[src/ccgs_pkg.sv]
`timescale 1ns / 1ps
// ----------------------------------------------------------------------------
// ccgs_pkg
// shared types and constants for the capped channel grant scheduler
// ----------------------------------------------------------------------------
package ccgs_pkg;

    localparam int unsigned MaxUsersDefault = 8;

    localparam int unsigned ChanW   = 8;
    localparam int unsigned UcntW   = 4;
    localparam int unsigned WtabW   = 64;
    localparam int unsigned UserW   = 3;
    localparam int unsigned QlenW   = 16;
    localparam int unsigned CfgIdxW = 2;
    localparam int unsigned CfgW    = 64;

    localparam logic       ReqReport   = 1'b0;
    localparam logic       ReqTick     = 1'b1;

    localparam logic [CfgIdxW-1:0] CfgChannelCount = 2'd0;
    localparam logic [CfgIdxW-1:0] CfgUserCount    = 2'd1;
    localparam logic [CfgIdxW-1:0] CfgWeightTable  = 2'd2;

    typedef struct packed {
        logic             req_type;
        logic [UserW-1:0] user_index;
        logic [QlenW-1:0] queue_length;
    } t_in;

    typedef struct packed {
        logic [UserW-1:0] grant_user;
        logic [ChanW-1:0] grant_blocks;
        logic             grant_last;
    } t_out;

    typedef struct packed {
        logic             hit;
        logic [UserW-1:0] user;
        logic [ChanW-1:0] blocks;
    } t_grant;

endpackage

[src/ccgs_cell.sv]
`timescale 1ns / 1ps
// ----------------------------------------------------------------------------
// ccgs_cell
// one user slot: holds the queue length, takes the walk token and the
// remaining channel count from its left neighbor and hands the rest on
// ----------------------------------------------------------------------------
module ccgs_cell
    import ccgs_pkg::*;
(
    input  logic             i_clk,
    input  logic             i_rst_n,
    input  logic             i_active,
    input  logic [UserW-1:0] i_user,
    input  logic [ChanW-1:0] i_weight,
    input  logic             i_wr_en,
    input  logic [QlenW-1:0] i_wr_data,
    input  logic             i_adv,
    input  logic             i_tok,
    input  logic [ChanW-1:0] i_rem,
    output logic             o_tok,
    output logic [ChanW-1:0] o_rem,
    output t_grant           o_grant
);

    logic [QlenW-1:0] r_qlen;
    logic             r_tok;
    logic [ChanW-1:0] r_rem;
    logic [ChanW-1:0] w_qsat;
    logic [ChanW-1:0] w_cap;
    logic [ChanW-1:0] w_blocks;

    always_ff @(posedge i_clk) begin
        if (!i_rst_n) begin
            r_qlen <= '0;
            r_tok  <= 1'b0;
            r_rem  <= '0;
        end else begin
            if (i_wr_en) begin
                r_qlen <= i_wr_data;
            end
            if (i_adv) begin
                r_tok <= i_tok;
                r_rem <= i_rem;
            end
        end
    end

    always_comb begin
        w_qsat   = (r_qlen > QlenW'({ChanW{1'b1}})) ? {ChanW{1'b1}} : r_qlen[ChanW-1:0];
        w_cap    = (w_qsat < i_weight) ? w_qsat : i_weight;
        w_blocks = '0;
        if (i_active) begin
            w_blocks = (w_cap < r_rem) ? w_cap : r_rem;
        end
        o_tok          = r_tok;
        o_rem          = r_rem - w_blocks;
        o_grant.hit    = r_tok && (w_blocks != '0);
        o_grant.user   = r_tok ? i_user : '0;
        o_grant.blocks = r_tok ? w_blocks : '0;
    end

endmodule

[src/capped_channel_grant_scheduler_top.sv]
`timescale 1ns / 1ps
// ----------------------------------------------------------------------------
// capped_channel_grant_scheduler_top
// capped strict-priority channel grant scheduler
// ----------------------------------------------------------------------------
// A report transfer is taken without holding the input. A tick sends a token
// down a row of MAX_USERS user cells, one cell per cycle unless the output
// stalls a grant, then sends the final grant; the input is held until the
// token walk and the final grant are done.
// Grants leave through one output register, each delayed until the next
// nonzero grant or the end of the walk so that the last one can be marked.
// ----------------------------------------------------------------------------
module capped_channel_grant_scheduler_top
    import ccgs_pkg::*;
#(
    parameter int unsigned MAX_USERS = MaxUsersDefault
) (
    input  logic               i_clk,
    input  logic               i_rst_n,
    input  logic               i_valid,
    output logic               o_stall,
    input  t_in                i_data,
    output logic               o_valid,
    input  logic               i_stall,
    output t_out               o_data,
    input  logic               i_cfg_valid,
    output logic               o_cfg_ready,
    input  logic [CfgIdxW-1:0] i_cfg_index,
    input  logic [CfgW-1:0]    i_cfg_data
);

    logic [ChanW-1:0] r_chan;
    logic [UcntW-1:0] r_ucnt;
    logic [WtabW-1:0] r_wtab;

    logic             r_flush;
    logic             r_pend_vld;
    logic [UserW-1:0] r_pend_user;
    logic [ChanW-1:0] r_pend_blocks;
    logic             r_out_vld;
    t_out             r_out;

    logic             n_flush;
    logic             n_pend_vld;
    logic             n_out_vld;

    logic             w_tok [MAX_USERS+1];
    logic [ChanW-1:0] w_rem [MAX_USERS+1];
    t_grant           w_grant [MAX_USERS];
    t_grant           w_sel;
    logic             w_busy;
    logic             w_out_busy;
    logic             w_adv;
    logic             w_in_acc;
    logic             w_emit_mid;
    logic             w_emit_fin;
    logic             w_walk_end;

    assign o_cfg_ready = 1'b1;

    always_ff @(posedge i_clk) begin
        if (!i_rst_n) begin
            r_chan <= '0;
            r_ucnt <= UcntW'(8);
            r_wtab <= '0;
        end else if (i_cfg_valid) begin
            unique case (i_cfg_index)
                CfgChannelCount: r_chan <= i_cfg_data[ChanW-1:0];
                CfgUserCount:    r_ucnt <= i_cfg_data[UcntW-1:0];
                CfgWeightTable:  r_wtab <= i_cfg_data[WtabW-1:0];
                default: ;
            endcase
        end
    end

    always_comb begin
        w_busy = r_flush;
        w_sel  = '0;
        for (int i = 0; i < MAX_USERS; i++) begin
            w_busy = w_busy | w_tok[i+1];
            w_sel  = w_sel | w_grant[i];
        end
    end

    assign o_stall    = w_busy;
    assign w_in_acc   = i_valid && !w_busy;
    assign w_out_busy = r_out_vld && i_stall;
    assign w_adv      = !(w_sel.hit && r_pend_vld && w_out_busy);
    assign w_emit_mid = w_adv && w_sel.hit && r_pend_vld;
    assign w_emit_fin = r_flush && r_pend_vld && !w_out_busy;
    assign w_walk_end = w_adv && w_tok[MAX_USERS];

    assign w_tok[0] = w_in_acc && (i_data.req_type == ReqTick);
    assign w_rem[0] = r_chan;

    for (genvar g = 0; g < MAX_USERS; g++) begin : g_cell
        ccgs_cell u_cell (
            .i_clk     (i_clk),
            .i_rst_n   (i_rst_n),
            .i_active  (r_ucnt > UcntW'(g)),
            .i_user    (UserW'(g)),
            .i_weight  (r_wtab[g*ChanW +: ChanW]),
            .i_wr_en   (w_in_acc && (i_data.req_type == ReqReport)
                        && (i_data.user_index == UserW'(g)) && (r_ucnt > UcntW'(g))),
            .i_wr_data (i_data.queue_length),
            .i_adv     (w_adv),
            .i_tok     (w_tok[g]),
            .i_rem     (w_rem[g]),
            .o_tok     (w_tok[g+1]),
            .o_rem     (w_rem[g+1]),
            .o_grant   (w_grant[g])
        );
    end

    always_comb begin
        n_flush = r_flush;
        if (w_walk_end) begin
            n_flush = 1'b1;
        end else if (r_flush && (!r_pend_vld || !w_out_busy)) begin
            n_flush = 1'b0;
        end

        n_pend_vld = r_pend_vld;
        if (w_adv && w_sel.hit) begin
            n_pend_vld = 1'b1;
        end else if (w_emit_fin) begin
            n_pend_vld = 1'b0;
        end

        n_out_vld = r_out_vld;
        if (w_emit_mid || w_emit_fin) begin
            n_out_vld = 1'b1;
        end else if (r_out_vld && !i_stall) begin
            n_out_vld = 1'b0;
        end
    end

    always_ff @(posedge i_clk) begin
        if (!i_rst_n) begin
            r_flush    <= 1'b0;
            r_pend_vld <= 1'b0;
            r_out_vld  <= 1'b0;
        end else begin
            r_flush    <= n_flush;
            r_pend_vld <= n_pend_vld;
            r_out_vld  <= n_out_vld;
        end
    end

    always_ff @(posedge i_clk) begin
        if (w_adv && w_sel.hit) begin
            r_pend_user   <= w_sel.user;
            r_pend_blocks <= w_sel.blocks;
        end
        if (w_emit_mid || w_emit_fin) begin
            r_out.grant_user   <= r_pend_user;
            r_out.grant_blocks <= r_pend_blocks;
            r_out.grant_last   <= w_emit_fin;
        end
    end

    assign o_valid = r_out_vld;
    assign o_data  = r_out;

endmodule
[config.mk]
export PLATFORM = sky130hd
export DESIGN_NAME = capped_channel_grant_scheduler_top
export DESIGN_NICKNAME = d
export VERILOG_FILES = /design/src/ccgs_pkg.sv /design/src/ccgs_cell.sv /design/src/capped_channel_grant_scheduler_top.sv
export SDC_FILE = /design/constraint.sdc
export NUM_CORES = 1
export LEC_CHECK = 0
export ABC_AREA = 0
export BUFFER_PORTS_ARGS = -buffer_cell sky130_fd_sc_hd__buf_2
export CAP_MARGIN = 20
export CORE_MARGIN = 4
export CORE_UTILIZATION = 30
export CTS_CLUSTER_SIZE = 14
export DETAILED_ROUTE_END_ITERATION = 10
export PLACE_DENSITY_LB_ADDON = 0.25
export SKIP_LAST_GASP = 1
export SLEW_MARGIN = 25
export SYNTH_ARGS = -nofsm -noshare
export SYNTH_HDL_FRONTEND = slang
export SYNTH_SLANG_ARGS = --single-unit
[constraint.sdc]
create_clock -name i_clk -period 17.3 [get_ports i_clk]
set_input_delay 3.46 -clock i_clk [delete_from_list [all_inputs] [get_ports i_clk]]
set_output_delay 3.46 -clock i_clk [all_outputs]
set_load 0.01 [all_outputs]
# Word level (Yosys, flattened, before mapping)
# Cells that the tools add are included.
word_totals:
  input_bits: 91
  register_bits: 302
  out_inout_bits: 15
  word_cells: 212
op_classes:
  n_eq_ne: 9
  mux: 53
  n_bitwise: 16
  magnitude_cmp: 32
  n_reduce_logical: 60
  addsub: 7
ops:
  columns: ["cell", "n"]
  rows:
  - ["2-to-1 mux 8 bit", 40]
  - ["> comparator 16 x 8 -> 1 bit, second input constant", 8]
  - ["less-than comparator 8 bit", 16]
  - ["OR 12 bit", 7]
  - ["nonzero test 8 bit", 8]
  - ["subtractor 8 bit", 7]
  - ["logical AND 1 bit", 37]
  - ["> comparator 4 x 3 -> 1 bit, second input constant", 4]
  - ["equality test 3 bit, second input constant", 4]
  - ["2-to-1 mux 3 bit", 4]
  - ["> comparator 4 x 1 -> 1 bit, second input constant", 2]
  - ["> comparator 4 x 2 -> 1 bit, second input constant", 2]
  - ["OR 1 bit", 8]
  - ["2-to-1 mux 1 bit", 7]
  - ["equality test 3 x 2 -> 1 bit, second input constant", 2]
  - ["AND reduction 2 bit", 3]
  - ["nonzero test 2 bit", 3]
  - ["zero test 1 bit", 5]
  - ["2-to-1 mux 2 bit", 2]
  - ["equality test 3 x 1 -> 1 bit, second input constant", 1]
  - ["zero test 3 bit", 1]
  - ["equality test 2 x 1 -> 1 bit, second input constant", 1]
  - ["equality test 2 bit, second input constant", 1]
  - ["zero test 2 bit", 1]
  - ["2 further kinds", 3]

# Logic depth before layout (Yosys ltp)
depth:
  word_depth: 23
  depth_mapped: 31

# Modules after synthesis
# A second synthesis with hierarchy kept.
unflattened:
  hier_cells: 2397
  hier_area_um2: 21057.7
modules_own_cells:
  columns: ["module", "area_per_inst_um2", "cells_each", "instances", "seq_area_each_um2"]
  rows:
  - ["ccgs_cell (g_cell[1].u_cell ...)", 2102.0, 245, 5, 500.5]
  - ["ccgs_cell (g_cell[0].u_cell ...)", 2078.2, 242, 2, 500.5]
  - ["capped_channel_grant_scheduler_top", 4136.5, 434, 1, 2272.2]
  - ["ccgs_cell (g_cell[3].u_cell)", 2254.7, 254, 1, 500.5]

# Worst setup path before layout
# OpenSTA, ideal clock, no wires.
synth_path:
  path_kind: "register to register"
  start: "register g_cell[5].u_cell.r_qlen[11]"
  end: "register g_cell[6].u_cell.r_rem[7]"
  setup_slack_ps: 10912
  stages_incl_launch_ff: 30
  arrival_time_ps: 6268
  n_path_buf: 3
  setup_time_ps: 120
  t_required_ps: 17180
  cell_sequence: "dfxtp_1 or4_1 clkbuf_2 or3_1 ha_1 or2_2 o41a_1 or3_1 buf_2 a21oi_1 a21oi_1 ha_1 a21o_1 a21o_1 a221o_1 a21oi_1 and3_1 buf_2 mux2i_1 inv_1 ha_1 nor2b_1 o21ai_0 a21boi_0 o21ai_0 a21oi_1 or3_1 a211oi_1 nand3b_1 mux2i_1"
synth_between:
  elab_chain_len: 14
  word_cells_on_any_way: 15
  classes_between: "add/sub (1); order compare (3); mux (4); bitwise (3); reduce/logical (4)"
synth_rtl:
  columns: ["item", "line", "source"]
  rows:
  - ["start, declared", "ccgs_cell.sv:25", "logic [QlenW-1:0] r_qlen;"]
  - ["start signal, assigned", "ccgs_cell.sv:39", "r_qlen <= i_wr_data;"]
  - ["> comparator 16 x 8 -> 1 bit (*)", "ccgs_cell.sv:49", "w_qsat = (r_qlen > QlenW'({ChanW{1'b1}})) ? {ChanW{1'b1}} : r_qlen[ChanW-1:0];"]
  - ["2-to-1 mux 8 bit (*)", "ccgs_cell.sv:49", null]
  - ["less-than comparator 8 bit", "ccgs_cell.sv:50", "w_cap = (w_qsat < i_weight) ? w_qsat : i_weight;"]
  - ["2-to-1 mux 8 bit (*)", "ccgs_cell.sv:50", null]
  - ["less-than comparator 8 bit", "ccgs_cell.sv:53", "w_blocks = (w_cap < r_rem) ? w_cap : r_rem;"]
  - ["2-to-1 mux 8 bit (*)", "ccgs_cell.sv:53", null]
  - ["2-to-1 mux 8 bit (*)", "ccgs_cell.sv:52", "if (i_active) begin"]
  - ["nonzero test 8 bit", "ccgs_cell.sv:57", "o_grant.hit = r_tok && (w_blocks != '0);"]
  - ["logical AND 1 bit", "ccgs_cell.sv:57", null]
  - ["OR 12 bit (3 in a row)", "capped_channel_grant_scheduler_top.sv:81", "w_sel = w_sel | w_grant[i];"]
  - ["logical AND 1 bit (2 in a row)", "capped_channel_grant_scheduler_top.sv:88", "assign w_adv = !(w_sel.hit && r_pend_vld && w_out_busy);"]
  - ["end signal, assigned", "ccgs_cell.sv:43", "r_rem <= i_rem;"]
  - ["end, declared", "ccgs_cell.sv:27", "logic [ChanW-1:0] r_rem;"]
# Mark *: on every way between the ends. The rest lies on a longest branch, timed or not.
# A chain may end at the register's enable or synchronous reset.

# Final worst setup path
# Same ends and word-level chain as after synthesis.

==> flow_metrics.env <==
export IMPL_outcome="finished, final reports clean"
export IMPL_path_common_cell="a21oi_1"
export IMPL_period_needed_ns=7.272
export IMPL_die_area_sq_um=70460
export IMPL_yosys_warnings=0
export IMPL_cp_start_kind="flop"
export IMPL_crit_fanout=9
export IMPL_cp_end_kind="flop"
export IMPL_synth_top_cell_area_share_pct=28.09
export IMPL_worstPathRequired_ns=17.71
export IMPL_tightest_slew_ns=1.035
export IMPL_cts_sinks=302
export IMPL_grt_usage_pct=17.59
export IMPL_rr_endpoint="g_cell[6].u_cell.r_rem[7]"
export IMPL_initial_core_util_pct=30.24
export IMPL_vias=17160
export IMPL_place_gp_congestion=0.9070
export IMPL_max_clock_path_buffers=3
export IMPL_grt_pass1_vias=16770
export IMPL_placed_cells=3265
export IMPL_min_to="o_data[9]"
export IMPL_cp_slowest_cell="or4_1"
export IMPL_synth_edf_count=23
export IMPL_maxSlewViolCount=0
export IMPL_rows=94
export IMPL_total_leakage_power_nw=8.498
export IMPL_cts_resized=0
export IMPL_drive_above_1_share_pct=11.48
export IMPL_fmax_mhz=137.5
export IMPL_syn_nets=2676
export IMPL_grt_pass1_wl_mm=98.37
export IMPL_avgSynthCellArea_sq_um=8.226
export IMPL_ys_seq_area_share_pct=31.57
export IMPL_cp_arrival_ns=7.68
export IMPL_min_path_type="flop to flop"
export IMPL_synth_area_top_cells="dfxtp_1, ha_1, mux2i_1, nand2_1, a21boi_0"
export IMPL_ys_async_sr_fraction_pct=0
export IMPL_viasPerCell=5.154
export IMPL_wl_per_cell_um=19.15
export IMPL_regToRegSetupSlack_ns=10.03
export IMPL_synth_seq_cells=302
export IMPL_hpwlAfterDp_mm=47.58
export IMPL_synth_cells=2417
export IMPL_finalSetupViolations=0
export IMPL_syn_area_sq_um=19880
export IMPL_fin_crit_sh_pct=42.03
export IMPL_cts_setup_buffers=0
export IMPL_drc=0
export IMPL_rsz0062_at_grt="no"
export IMPL_final_cells=3330
export IMPL_reg2regPathDepth=26
export IMPL_cap_viol_max_count=0
export IMPL_regArea_sq_um=6276
export IMPL_vdd_ir_drop_max_uv=65.33
export IMPL_holdBufCountCts=0
export IMPL_fillCellCount=6786
export IMPL_total_power_mw=3.092
export IMPL_synth_top_area_cell="dfxtp_1"
export IMPL_grt_max_degree=139
export IMPL_first_pass_iters=6
export IMPL_antenna_found_initial=1
export IMPL_syn_to_final_growth_pct=12.43
export IMPL_die_x_um=265.4
export IMPL_insertion_delay_ns=0.56
export IMPL_max_slew_margin_rel_pct=30.69
export IMPL_cts_tree="done"
export IMPL_yosys_top_cells_count="nand2_1, dfxtp_1, mux2i_1"
export IMPL_fin_nets=2700
export IMPL_multi_input_area_sq_um=12430
export IMPL_drt_iter0_drc=1015
export IMPL_synthFlopType="dfxtp_1"
export IMPL_numPortBuffers=104
export IMPL_reg2reg_from="g_cell[5].u_cell.r_qlen[11]"
export IMPL_fin_tns_setup_ns=0
export IMPL_finalWirelength_mm=63.77
export IMPL_hold_depth=0
export IMPL_fp_dieH_um=265.4
export IMPL_overflow=0
export IMPL_htreeDepth=2
export IMPL_powerDensity_nw_per_um2=138.3
export IMPL_yosysUniqueCellTypes=76
export IMPL_yosysMostFrequentCell="nand2_1"
export IMPL_ios=106
export IMPL_finish_utilization_pct=34.00
export IMPL_numCtsBuffers=38
export IMPL_finalHoldViolCount=0
export IMPL_clkTransAtPathRegs_ns=0.06
export IMPL_path_class="flop to flop"
export IMPL_root_buffer="clkbuf_16"
export IMPL_coreArea_sq_um=65750
export IMPL_holdCritStartpoint="r_pend_user[0]"
export IMPL_cp_slowest_stage_delay_ns=0.67
export IMPL_ant_nets=0
export IMPL_finClkSkew_ns=0.02291
-- worst max-delay path by stage --
| stage | slack (ns) | cells past startpoint | from | endpoint |
|---|---|---|---|---|
| 5_1_grt | 9.37 | 26 | g_cell[1].u_cell.r_qlen[11] | g_cell[2].u_cell.r_rem[7] |
| 6_report | 10.03 | 26 | g_cell[5].u_cell.r_qlen[11] | g_cell[6].u_cell.r_rem[7] |
| 3_5_place_dp | 10.03 | 27 | g_cell[3].u_cell.r_qlen[11] | g_cell[4].u_cell.r_rem[7] |
| 2_1_floorplan | 10.91 | 29 | g_cell[5].u_cell.r_qlen[11] | g_cell[6].u_cell.r_rem[7] |
| 4_1_cts | 10.02 | 18 | g_cell[3].u_cell.r_qlen[12] | o_data[7] |
| 3_3_place_gp | 10.03 | 18 | g_cell[3].u_cell.r_qlen[11] | o_data[8] |
-- stage by stage --
| stage | instance area, sq um | hold WS [ns] | setup WS, ns |
|---|---|---|---|
| 6_report | 22350 | 0.4175 | 10.03 |
| 5_1_grt | 22350 | 0.4271 | 9.373 |
| 4_1_cts | 22340 | 0.4182 | 10.02 |
| 3_5_place_dp | 21100 | 0.4045 | 10.03 |
| 3_3_place_gp | 21090 | 0.4068 | 10.03 |
| 2_1_floorplan | 19880 | 0.4003 | 10.91 |
-- metal layers --
| metal | global-route usage [%] | wire (um) | vias to the layer above |
|---|---|---|---|
| met4 | 4.426 | 1533 | 2 |
| met1 | 23.89 | 29780 | 8245 |
| li1 | - | - | 8460 |
| met2 | 29.15 | 29600 | 363 |
| met3 | 2.951 | 2840 | 94 |
| met5 | 0 | 17 | - |
-- state kept, by name, summed over array words and instances (netlist names) --
register and flops:
o_valid 1, g_cell.u_cell.r_rem 64, o_data 12, r_ucnt 4
r_flush 1, r_pend_vld 1, r_chan 8, r_pend_user 3
g_cell.u_cell.r_qlen 128, r_pend_blocks 8, r_wtab 64, g_cell.u_cell.o_tok 8
-- power breakdown --
group	leakage, nW	total (mW)	switching, mW	internal [mW]
Sequential	2.47	0.867	0.0871	0.780
Combinational	5.43	1.42	0.805	0.612
Clock	0.596	0.808	0.320	0.488
Total	8.50	3.09	1.21	1.88
-- layout make-up --
cell class	count	area share, %
antenna	1	0.01119
clock buffer	55	4.954
clock inverter	9	0.6045
inverter	181	3.039
multi-input combinational	1799	55.59
sequential	302	28.08
tap	864	4.836
timing repair buffer	119	2.888
-- critical path: cells and delay by family, from the launching register on --
kind | cells | cell delay, ns
simple gates | 8 | 2.84
buf+inv | 1 | 0.09
flops | 1 | 0.30
fa+ha+maj | 3 | 0.93
mux | 2 | 0.56
compound gates | 12 | 2.38
-- cell usage in the layout (no fill, tap or decap), types with 19 or more instances in the layout --
cell and n:
nor2_1 50, mux2_2 48, inv_1 181, nor2b_1 103, dfxtp_1 279, buf_2 103, a21o_1 25, o21ai_0 87
ha_1 161, nor4_1 36, nand3b_1 24, nand3_1 53, or3_1 36, edfxtp_1 23, or2_2 37, a21boi_0 116
nand2_1 451, nand4_1 28, a21oi_1 93, a211oi_1 22, mux2i_1 191, clkbuf_16 40, nand2b_1 19
-- kinds of logic (layout without fill, tap and decap cells) --
| family | after synthesis | after routing | share of synthesized area [%] |
|---|---|---|---|
| compound gates | 456 | 456 | 15.36 |
| xor+xnor | 23 | 23 | 1.013 |
| fa+ha+maj | 168 | 168 | 10.84 |
| buf+inv | 316 | 364 | 6.349 |
| flops | 302 | 302 | 31.57 |
| mux | 239 | 239 | 12.33 |
| other cells | 1 | 2 | 0.01886 |
| simple gates | 912 | 912 | 22.52 |
(Power assumes the default switching activity.)
